File: src/rtl/efd_pkg.sv
// shared types and constants of the escaped frame delimiter
package efd_pkg;

   localparam int BYTE_W     = 8;
   localparam int LEN_W      = 7;
   localparam int CSR_DATA_W = 32;
   localparam int CSR_ADDR_W = 4;
   localparam int CSR_IDX_W  = 2;

   localparam logic [BYTE_W-1:0] START_RESET  = 8'd241;
   localparam logic [BYTE_W-1:0] END_RESET    = 8'd242;
   localparam logic [BYTE_W-1:0] ESCAPE_RESET = 8'd243;

   localparam logic [CSR_IDX_W-1:0] CSR_START  = 2'd0;
   localparam logic [CSR_IDX_W-1:0] CSR_END    = 2'd1;
   localparam logic [CSR_IDX_W-1:0] CSR_ESCAPE = 2'd2;

   typedef enum logic [2:0] {
      ST_CAPTURE = 3'b001,
      ST_FETCH   = 3'b010,
      ST_EMIT    = 3'b100
   } state_type;

   typedef struct packed {
      logic take;
      logic fetch;
      logic advance;
      logic finish;
   } cmd_type;

   typedef struct packed {
      logic complete;
      logic last;
   } status_type;

endpackage

File: src/rtl/efd_ram.sv
// generic single write port ram with registered read
module efd_ram #(
   parameter int WIDTH = 8,
   parameter int DEPTH = 64
) (
   input  logic                     clock,
   input  logic                     wr_en,
   input  logic [$clog2(DEPTH)-1:0] wr_addr,
   input  logic [WIDTH-1:0]         wr_data,
   input  logic                     rd_en,
   input  logic [$clog2(DEPTH)-1:0] rd_addr,
   output logic [WIDTH-1:0]         rd_data
);

   logic [WIDTH-1:0] mem_ff [DEPTH];
   logic [WIDTH-1:0] rd_data_ff;

   always_ff @(posedge clock) begin
      if (wr_en) begin
         mem_ff[wr_addr] <= wr_data;
      end
      if (rd_en) begin
         rd_data_ff <= mem_ff[rd_addr];
      end
   end

   assign rd_data = rd_data_ff;

endmodule

File: src/rtl/efd_ctrl.sv
// controller state machine for capture and replay
module efd_ctrl (
   input  logic                clock,
   input  logic                reset,
   input  logic                req_tvalid,
   output logic                req_tready,
   output logic                rsp_tvalid,
   input  logic                rsp_tready,
   input  efd_pkg::status_type sts,
   output efd_pkg::cmd_type    cmd
);

   efd_pkg::state_type state_ff, state_in;

   always_comb begin
      state_in    = state_ff;
      cmd         = '0;
      req_tready  = 1'b0;
      rsp_tvalid  = 1'b0;
      unique case (state_ff)
         efd_pkg::ST_CAPTURE: begin
            req_tready = 1'b1;
            cmd.take   = req_tvalid;
            if (req_tvalid && sts.complete) begin
               state_in = efd_pkg::ST_FETCH;
            end
         end
         efd_pkg::ST_FETCH: begin
            cmd.fetch = 1'b1;
            state_in  = efd_pkg::ST_EMIT;
         end
         efd_pkg::ST_EMIT: begin
            rsp_tvalid = 1'b1;
            if (rsp_tready) begin
               if (sts.last) begin
                  cmd.finish = 1'b1;
                  state_in   = efd_pkg::ST_CAPTURE;
               end else begin
                  cmd.advance = 1'b1;
                  state_in    = efd_pkg::ST_FETCH;
               end
            end
         end
         default: begin
            state_in = efd_pkg::ST_CAPTURE;
         end
      endcase
   end

   always_ff @(posedge clock) begin
      if (reset) begin
         state_ff <= efd_pkg::ST_CAPTURE;
      end else begin
         state_ff <= state_in;
      end
   end

endmodule

File: src/rtl/efd_datapath.sv
// marker registers, frame detection, frame store and replay datapath
module efd_datapath #(
   parameter int MAX_FRAME = 64
) (
   input  logic                                 clock,
   input  logic                                 reset,
   input  logic                                 csr_psel,
   input  logic                                 csr_penable,
   input  logic                                 csr_pwrite,
   input  logic [efd_pkg::CSR_ADDR_W-1:0]       csr_paddr,
   input  logic [efd_pkg::CSR_DATA_W-1:0]       csr_pwdata,
   output logic [efd_pkg::CSR_DATA_W-1:0]       csr_prdata,
   input  logic [efd_pkg::BYTE_W-1:0]           rx_byte,
   input  efd_pkg::cmd_type                     cmd,
   output efd_pkg::status_type                  sts,
   output logic [efd_pkg::BYTE_W-1:0]           frame_byte,
   output logic [efd_pkg::LEN_W-1:0]            frame_length,
   output logic                                 truncated
);

   localparam int AW = $clog2(MAX_FRAME);
   localparam logic [efd_pkg::LEN_W-1:0] MAX_LEN = efd_pkg::LEN_W'(MAX_FRAME);

   logic [efd_pkg::BYTE_W-1:0] start_ff, end_ff, esc_ff, prev_ff;
   logic                       in_frame_ff, in_frame_in;
   logic                       ovf_ff, ovf_in;
   logic [efd_pkg::LEN_W-1:0]  fill_ff, fill_in;
   logic [AW-1:0]              rd_idx_ff, rd_idx_in;

   logic                       csr_wr;
   logic [efd_pkg::CSR_IDX_W-1:0] csr_idx;
   logic                       escaped, is_start, is_end, restart, store, room;
   logic                       wr_en;
   logic [AW-1:0]              wr_addr;
   logic [efd_pkg::LEN_W-1:0]  next_idx;

   // configuration registers
   assign csr_idx = csr_paddr[efd_pkg::CSR_ADDR_W-1:2];
   assign csr_wr  = csr_psel && csr_penable && csr_pwrite;

   always_ff @(posedge clock) begin
      if (reset) begin
         start_ff <= efd_pkg::START_RESET;
         end_ff   <= efd_pkg::END_RESET;
         esc_ff   <= efd_pkg::ESCAPE_RESET;
      end else if (csr_wr) begin
         if (csr_idx == efd_pkg::CSR_START) begin
            start_ff <= csr_pwdata[efd_pkg::BYTE_W-1:0];
         end
         if (csr_idx == efd_pkg::CSR_END) begin
            end_ff <= csr_pwdata[efd_pkg::BYTE_W-1:0];
         end
         if (csr_idx == efd_pkg::CSR_ESCAPE) begin
            esc_ff <= csr_pwdata[efd_pkg::BYTE_W-1:0];
         end
      end
   end

   always_comb begin
      unique case (csr_idx)
         efd_pkg::CSR_START:  csr_prdata = efd_pkg::CSR_DATA_W'(start_ff);
         efd_pkg::CSR_END:    csr_prdata = efd_pkg::CSR_DATA_W'(end_ff);
         efd_pkg::CSR_ESCAPE: csr_prdata = efd_pkg::CSR_DATA_W'(esc_ff);
         default:             csr_prdata = '0;
      endcase
   end

   // marker detection, start wins over end
   assign escaped  = (prev_ff == esc_ff);
   assign is_start = (rx_byte == start_ff);
   assign is_end   = !is_start && (rx_byte == end_ff);
   assign restart  = is_start && !escaped;
   assign store    = restart || in_frame_ff;
   assign room     = (fill_ff < MAX_LEN);

   assign sts.complete = is_end && in_frame_ff && !escaped;

   assign wr_en   = cmd.take && store && (restart || room);
   assign wr_addr = restart ? '0 : fill_ff[AW-1:0];

   always_comb begin
      in_frame_in = in_frame_ff;
      ovf_in      = ovf_ff;
      fill_in     = fill_ff;
      rd_idx_in   = rd_idx_ff;
      if (cmd.take) begin
         if (restart) begin
            in_frame_in = 1'b1;
            ovf_in      = 1'b0;
            fill_in     = efd_pkg::LEN_W'(1);
         end else if (store) begin
            if (room) begin
               fill_in = fill_ff + efd_pkg::LEN_W'(1);
            end else begin
               ovf_in = 1'b1;
            end
         end
      end
      if (cmd.advance) begin
         rd_idx_in = rd_idx_ff + AW'(1);
      end
      if (cmd.finish) begin
         in_frame_in = 1'b0;
         ovf_in      = 1'b0;
         fill_in     = '0;
         rd_idx_in   = '0;
      end
   end

   always_ff @(posedge clock) begin
      if (reset) begin
         prev_ff     <= '0;
         in_frame_ff <= 1'b0;
         ovf_ff      <= 1'b0;
         fill_ff     <= '0;
         rd_idx_ff   <= '0;
      end else begin
         if (cmd.take) begin
            prev_ff <= rx_byte;
         end
         in_frame_ff <= in_frame_in;
         ovf_ff      <= ovf_in;
         fill_ff     <= fill_in;
         rd_idx_ff   <= rd_idx_in;
      end
   end

   efd_ram #(
      .WIDTH (efd_pkg::BYTE_W),
      .DEPTH (MAX_FRAME)
   ) u_store (
      .clock   (clock),
      .wr_en   (wr_en),
      .wr_addr (wr_addr),
      .wr_data (rx_byte),
      .rd_en   (cmd.fetch),
      .rd_addr (rd_idx_ff),
      .rd_data (frame_byte)
   );

   assign next_idx     = efd_pkg::LEN_W'(rd_idx_ff) + efd_pkg::LEN_W'(1);
   assign sts.last     = (next_idx == fill_ff);
   assign frame_length = fill_ff;
   assign truncated    = ovf_ff;

endmodule

File: src/rtl/escaped_frame_delimiter_unit.sv
// Escaped frame delimiter: takes one received byte per cycle while capturing and
// stores every byte from an unescaped start marker up to an unescaped end marker,
// markers and escape bytes included, in a MAX_FRAME-deep store; bytes beyond the
// store are dropped and the frame is flagged truncated. A byte is escaped when the
// byte before it equals the escape marker. On a real end marker the input stalls
// and the frame is replayed: each stored byte is first read from the store through
// its registered read port and then presented as the word, and the input is held
// off until the last byte has been taken, including any output back-pressure.
// Marker values are set through the register port at byte addresses 0, 4 and 8.
module escaped_frame_delimiter_unit #(
   parameter int MAX_FRAME = 64
) (
   input  logic                            clock,
   input  logic                            reset,
   input  logic                            req_tvalid,
   output logic                            req_tready,
   input  logic [7:0]                      req_tdata,   // rx_byte
   output logic                            rsp_tvalid,
   input  logic                            rsp_tready,
   output logic [15:0]                     rsp_tdata,   // frame_byte, frame_length, zero pad
   output logic                            rsp_tlast,
   output logic [0:0]                      rsp_tuser,   // truncated
   input  logic                            csr_psel,
   input  logic                            csr_penable,
   input  logic                            csr_pwrite,
   input  logic [efd_pkg::CSR_ADDR_W-1:0]  csr_paddr,
   input  logic [efd_pkg::CSR_DATA_W-1:0]  csr_pwdata,
   output logic [efd_pkg::CSR_DATA_W-1:0]  csr_prdata,
   output logic                            csr_pready
);

   efd_pkg::cmd_type           cmd;
   efd_pkg::status_type        sts;
   logic [efd_pkg::BYTE_W-1:0] frame_byte;
   logic [efd_pkg::LEN_W-1:0]  frame_length;
   logic                       truncated;

   assign csr_pready = 1'b1;

   efd_ctrl u_ctrl (
      .clock      (clock),
      .reset      (reset),
      .req_tvalid (req_tvalid),
      .req_tready (req_tready),
      .rsp_tvalid (rsp_tvalid),
      .rsp_tready (rsp_tready),
      .sts        (sts),
      .cmd        (cmd)
   );

   efd_datapath #(
      .MAX_FRAME (MAX_FRAME)
   ) u_datapath (
      .clock        (clock),
      .reset        (reset),
      .csr_psel     (csr_psel),
      .csr_penable  (csr_penable),
      .csr_pwrite   (csr_pwrite),
      .csr_paddr    (csr_paddr),
      .csr_pwdata   (csr_pwdata),
      .csr_prdata   (csr_prdata),
      .rx_byte      (req_tdata),
      .cmd          (cmd),
      .sts          (sts),
      .frame_byte   (frame_byte),
      .frame_length (frame_length),
      .truncated    (truncated)
   );

   assign rsp_tdata = {1'b0, frame_length, frame_byte};
   assign rsp_tlast = sts.last;
   assign rsp_tuser = truncated;

endmodule
File: config.mk
export PLATFORM = sky130hd
export DESIGN_NAME = escaped_frame_delimiter_unit
export DESIGN_NICKNAME = d
export VERILOG_FILES = /design/src/rtl/efd_pkg.sv /design/src/rtl/efd_ram.sv /design/src/rtl/efd_ctrl.sv /design/src/rtl/efd_datapath.sv /design/src/rtl/escaped_frame_delimiter_unit.sv
export SDC_FILE = /design/constraint.sdc
export NUM_CORES = 1
export LEC_CHECK = 0
export BUFFER_PORTS_ARGS = -buffer_cell sky130_fd_sc_hd__buf_2
export CORE_MARGIN = 4
export CORE_UTILIZATION = 49
export DETAILED_ROUTE_END_ITERATION = 10
export PLACE_DENSITY = 0.64
export SYNTH_ARGS = -nofsm -noshare
export SYNTH_HDL_FRONTEND = slang
export SYNTH_HIERARCHICAL = 1
export SYNTH_SLANG_ARGS = --single-unit
File: constraint.sdc
create_clock -name clock -period 3.2 [get_ports clock]
set_clock_uncertainty 0.05 [all_clocks]
set_input_delay 0.16 -clock clock [delete_from_list [all_inputs] [get_ports clock]]
set_output_delay 0.16 -clock clock [all_outputs]
set_load 0.05 [all_outputs]
[Yosys cells after proc, flatten, opt, wreduce, memory -nomap -nowiden]
Memory sizes are Yosys's and may differ from the RTL's. A register that Yosys moved wholly into a read port is not among the register bits.
Index checks and enable logic that the tools add are counted.
W data, S select, Z words.
Operators by class
  $add $sub $neg: 3
  multipliers: 0
  div/mod/pow operators: 0
  order comparisons: 1
  eq/ne operators: 12
  shift-type cells: 0
  muxes and demuxes: 22
  bitwise gates (word level): 0
  reductions and logical operators: 24
Operators with widths (number)
  $eq A8 B8 Y1: 3
  $pmux W8 S3: 1
  $mux W7: 3
  $mux W1: 11
  $reduce_and A2 Y1: 5
  $logic_and A1 B1 Y1: 9
  $pmux W3 S3: 1
  $add A6 B1 Y7 const B: 1
  $add A7 B1 Y7 const B: 1
  $eq A7 B7 Y1: 1
  $lt A7 B7 Y1 const B: 1
  $add A6 B1 Y6 const B: 1
  $mux W2: 3
  $mux W3: 2
  $mux W6: 1
  $reduce_and A3 Y1: 2
  $ne A2 B1 Y1 const B: 2
  $reduce_bool A2 Y1: 2
  $eq A3 B1 Y1 const B: 1
  $eq A3 B2 Y1 const B: 1
  $eq A3 B3 Y1 const B: 1
  $eq A2 B1 Y1 const B: 1
  $eq A2 B2 Y1 const B: 1
  $logic_not A1 Y1: 2
  other kinds (4): 5
Word-level totals
  bits in registers: 50
  latch bits: 0
  memory bits (writable): 512
  ROM bits: 0
  input bits: 51
  output and inout port bits: 53
  word-level logic and storage cells: 72
  memories: 1
Memory list
  u_datapath.u_store.mem_ff: depth 64, bits a word 8, read ports 1, clocked after memory_dff 1, write ports 1, RTL line efd_ram.sv:15  | logic [WIDTH-1:0] mem_ff [DEPTH];

[Depth between registers and ports, before layout]
  word-level depth: 8
  gate-level depth with buffers: 11
  gate-level depth less buffers: 10

[Modules after synthesis]
The synthesis kept the hierarchy.
Modules (own cells, without submodules)
  efd_ram: instances 1, cells each 940, area each 20246.9 um^2, sequential area each 15615.0 um^2
  efd_datapath: instances 1, cells each 306, area each 2683.8 um^2, sequential area each 940.9 um^2
  efd_ctrl: instances 1, cells each 19, area each 177.7 um^2, sequential area each 60.1 um^2
  escaped_frame_delimiter_unit: instances 1, cells each 4, area each 22.5 um^2, sequential area each 0.0 um^2

[Worst setup path before layout]
Ideal clock, no wire load.
  kind: reg2reg
  from: register u_datapath.fill_ff, in the netlist u_datapath/frame_length[5]
  to: register u_datapath.fill_ff, in the netlist u_datapath/frame_length[2]
  setup time: 130 ps
  arrival: 3234 ps
  data required time: 3020 ps
  slack: -214 ps
  stages on the path, launching flop included: 8
  buffers on the path: 1
  period minus slack after synthesis: 3414 ps
  cell sequence: dfxtp_1 > xor2_1 > or3_1 > a2111oi_2 > and3_2 > or2_2 > clkbuf_1 > nor3_1
RTL lines
  start, declared: RTL line efd_datapath.sv:27  | logic [efd_pkg::LEN_W-1:0] fill_ff, fill_in;
  start signal, assigned: RTL line efd_datapath.sv:123  | fill_ff <= fill_in;

[Worst setup path in the final report]
  from: register u_datapath.rd_idx_ff[0]
  to: output port rsp_tlast
On the way
  word-level cells in the longest chain between the ends: 2
Ends and longest elaborated chain
  start, declared: RTL line efd_datapath.sv:28  | logic [AW-1:0] rd_idx_ff, rd_idx_in;
  start signal, assigned: RTL line efd_datapath.sv:124  | rd_idx_ff <= rd_idx_in;
  $add A6 B1 Y7: RTL line efd_datapath.sv:141  | assign next_idx = efd_pkg::LEN_W'(rd_idx_ff) + efd_pkg::LEN_W'(1);
  $eq A7 B7 Y1: RTL line efd_datapath.sv:142  | assign sts.last = (next_idx == fill_ff);
  end, declared: RTL line escaped_frame_delimiter_unit.sv:21  | output logic rsp_tlast,
No other way between the ends.

==> flow_summary_export.csv <==
group,metric,value,unit
route,drc_errors,0,
sta,setup_viol_count_final,0,
clocking,clkTransAtPathRegs,60,ps
sta,fin_tns_setup,0,ps
critical_path,cp_data_required_time,2990,ps
route,wl_met1,22210,um
final_layout,final_util,56.96,%
clocking,h-tree-depth,2,
synth,synth_cells,1269,
critical_path,arrival,2720,ps
synth,yosysWarnings,6,
synth,synth_top_cell_area_share,67.51,%
pwr,p_leak,8.480,nW
final_layout,ff_latch_area,0.01663,mm^2
synth,synth_flop_cell,"edfxtp_1",
synth,ys_top_cells_by_area,"edfxtp_1, mux4_2, dfxtp_1",
synth,synth_edf_count,520,
sta,fmax,341.9,MHz
route,vias_per_cell,5.804,
global_routing,grt_pass1_vias,12249,
critical_path,cpMaxStageDelayCell,"dfxtp_4",
synth,syn_area,0.02313,mm^2
pwr,peakVddDrop,0.5483,mV
global_routing,antenna_found_initial,0,
critical_path,timing_worst_setup_path_type,"reg2out",
synth,synth.distinct_cells,67,
clocking,cts_root_buf,"clkbuf_16",
sta,worstMarginPinSlew,1185,ps
synth,synth_top_area_cell,"edfxtp_1",
final_layout,fill_cells,3626,
place,placed_cells,1978,
floorplan,placeableCoreArea,0.04665,mm^2
final_layout,drive_above_1_share,27.86,%
synth,yosysSeqAreaShare,71.83,%
final_layout,diodes,0,
final_layout,nNetsFinal,1495,
global_routing,grt_pass1_wl,78340,um
sta,finalCritPeriodShare,91.41,%
global_routing,gr-total-overflow,0,
synth,synth.avg_cell_area,18.23,um^2
floorplan,die_y,225.3,um
min_path,min_path_type,"in2reg",
route,wire_per_inst,24.86,um
route,ant_nets,0,
sta,finalHoldViolations,0,
place,port_buffers,51,
critical_path,critical_path.endpoint_type,"primary output",
final_layout,finalNonFillerCells,2093,
place,dp_hpwl,32520,um
critical_path,crit_fanout,20,
route,drt_iter0_drc,1102,
critical_path,start_kind,"flop",
route,routed_wirelength,52040,um
route,drt_first_pass_iters,5,
floorplan,rows,79,
final_layout,fin_area,0.02658,mm^2
global_routing,grt_start_max_net_pins,67,
sta,drv_slew,0,
sta,rsz0062_at_grt,"no",
sta,slew_headroom,20.70,%
clocking,tritoncts,"done",
clocking,clk_path_buf_depth,3,
pwr,power.density,563.5,mW/mm^2
route,routed-wl-met3,3600,um
sta,fin_crit,2925,ps
sta,holdWs,98.69,ps
floorplan,initial_core_util,49.58,%
synth,synthArstFlopShare,0,%
route,top_layer_used,"met4",
global_routing,grt.total_usage,20.78,%
route,via_count,12148,
floorplan,die_area,0.05075,mm^2
place,dpl_cell_area,0.02464,mm^2
clocking,clock-sinks,570,
critical_path,path_buf_inv,1,
critical_path,max_stage_delay,640,ps
clocking,numCtsBuffers,56,
place,place.gp.congestion,0.8056,
synth,synth-seq-cells,570,
critical_path,cp_top_family,"simple AND/OR/NAND/NOR gates",
clocking,clkLatencyLatePin,600,ps
floorplan,die_w,225.3,um
status,outcome,"completed",
critical_path,path_cells,"nand3_2 > nor2_2 > xor2_1 > or3_1 > a2111oi_4 > buf_2",
floorplan,io_pins,104,
flow_run,maxCapViolCount,0,
final_layout,multi_input_area,0.006023,mm^2
final_layout,area_delta_synth_final,14.90,%
route,wl_met2,25100,um
[placed cells by master, fill, tap and decap left out, types with 6 or more instances in the layout]
cell type	Yosys	final
buf_2	18	51
and2_1	8	8
nand2_1	46	46
a21oi_1	9	9
xor2_1	23	23
nor2b_1	25	25
a211o_1	11	11
clkinv_2	0	9
dfxtp_1	50	46
clkbuf_1	25	16
clkinv_1	0	7
nor2_1	108	106
xnor2_1	16	16
nand3_1	27	27
a221oi_1	6	6
bufinv_16	0	6
mux2_2	13	13
edfxtp_1	520	520
conb_1	3	26
mux4_2	126	126
nand4_1	10	10
nor3_1	13	13
dlygate4sd3_1	0	13
clkbuf_16	0	57
o221ai_1	8	8
mux2i_1	46	46
buf_4	39	116
o22ai_1	8	8
nand3b_1	9	9
o21ai_1	12	12
nand2b_1	10	10
[repair_timing]
item | 4_1_cts | 5_1_grt
endpoints found under the hold margin | 33 | 0
hold buffers | 13 | 0
resized for setup | 0 | 2
endpoints found under the setup margin | 0 | 16
setup buffers | 0 | 0
[report_power, final]
group,internal [mW],switching (mW),total (mW)
Sequential,8.12,0.00975,8.13
Clock,3.80,2.69,6.50
Combinational,0.0693,0.278,0.347
Total,12.0,2.98,15.0
[stage by stage]
stage          power [mW]  worst slack (ps)
2_1_floorplan       8.476             214.4
3_5_place_dp        8.631             92.74
4_1_cts             15.11             68.56
3_3_place_gp        8.621             140.7
6_report            14.97             274.9
5_1_grt             15.46             61.18
[worst reg2reg max path, stage by stage (launching register included)]
cell      delay [ps]
dfxtp_1          330
xor2_1           190
nor4_2           360
o211ai_2         300
nor2_4           160
or2_1            130
nor2b_1          260
nand2_1          400
nor2_1           230
buf_4            210
[registers in the layout, summed over array words and instances, names as in the netlist]
register                    cells
u_datapath/frame_length         7
u_datapath/u_store/rd_data      8
u_datapath/in_frame_ff          1
u_ctrl/state_ff                 3
u_datapath/truncated            1
u_datapath/rd_idx_ff            6
u_datapath/u_store/mem_ff     512
u_datapath/esc_ff               8
u_datapath/end_ff               8
u_datapath/start_ff             8
u_datapath/prev_ff              8
[routing by layer]
metal	vias to the layer above	GRT usage, %
li1	5366	-
met1	6285	30.32
met2	409	32.81
met3	88	4.338
met4	0	4.900
met5	-	0
[final cells by class]
cell class / count / area share [%]
Multi-Input combinational cell: 627 / 22.66
Timing Repair Buffer: 185 / 5.103
Inverter: 2 / 0.02825
Sequential cell: 570 / 62.57
Clock buffer: 77 / 5.734
Tap cell: 607 / 2.858
Clock inverter: 25 / 1.045
[Yosys cell counts (all sizes together) (3+ instances only)]
master and n:
nor2 111, nand4 10, and2 8, o2bb2ai 3
mux2 13, xnor2 16, nand2 47, nor3 14
a2111oi 3, o21ai 15, conb 3, nand2b 10
a211o 11, edfxtp 520, nor2b 25, mux2i 46
nor3b 3, clkbuf 25, mux4 126, a211oi 5
a22oi 3, o2111ai 3, xor2 23, nand3b 9
a221oi 7, o21a 5, a21oi 9, o22ai 8
dfxtp 50, nor4 5, o221ai 8, nand3 28
or3 3, a31oi 3, buf 68
[cell families (layout without fill, tap and decap cells)]
kind of cell	after synthesis	in the layout	share of synthesized area [%]
AND/OR/NAND/NOR	281	281	5.999
flip-flops	570	570	71.83
adder cells (fa/ha/maj)	2	2	0.1082
XOR/XNOR	39	39	1.477
multiplexers	185	185	14.89
AO/OA/AOI/OAI	94	94	3.067
buffers and inverters	95	289	2.575
other	3	26	0.04868
[worst paths after layout]
check,startpoint,end,slack (ps),depth (start not counted)
worst max-delay path,u_datapath/rd_idx_ff[0],rsp_tlast,270,6
worst min-delay path,csr_penable,u_datapath/esc_ff[3],100,5
worst max register to register,u_datapath/start_ff[0],u_datapath/u_store/mem_ff[34][4],290,9
worst min register to register,u_datapath/esc_ff[4],u_datapath/esc_ff[4],450,2
Power figures use the tool's default switching activity.
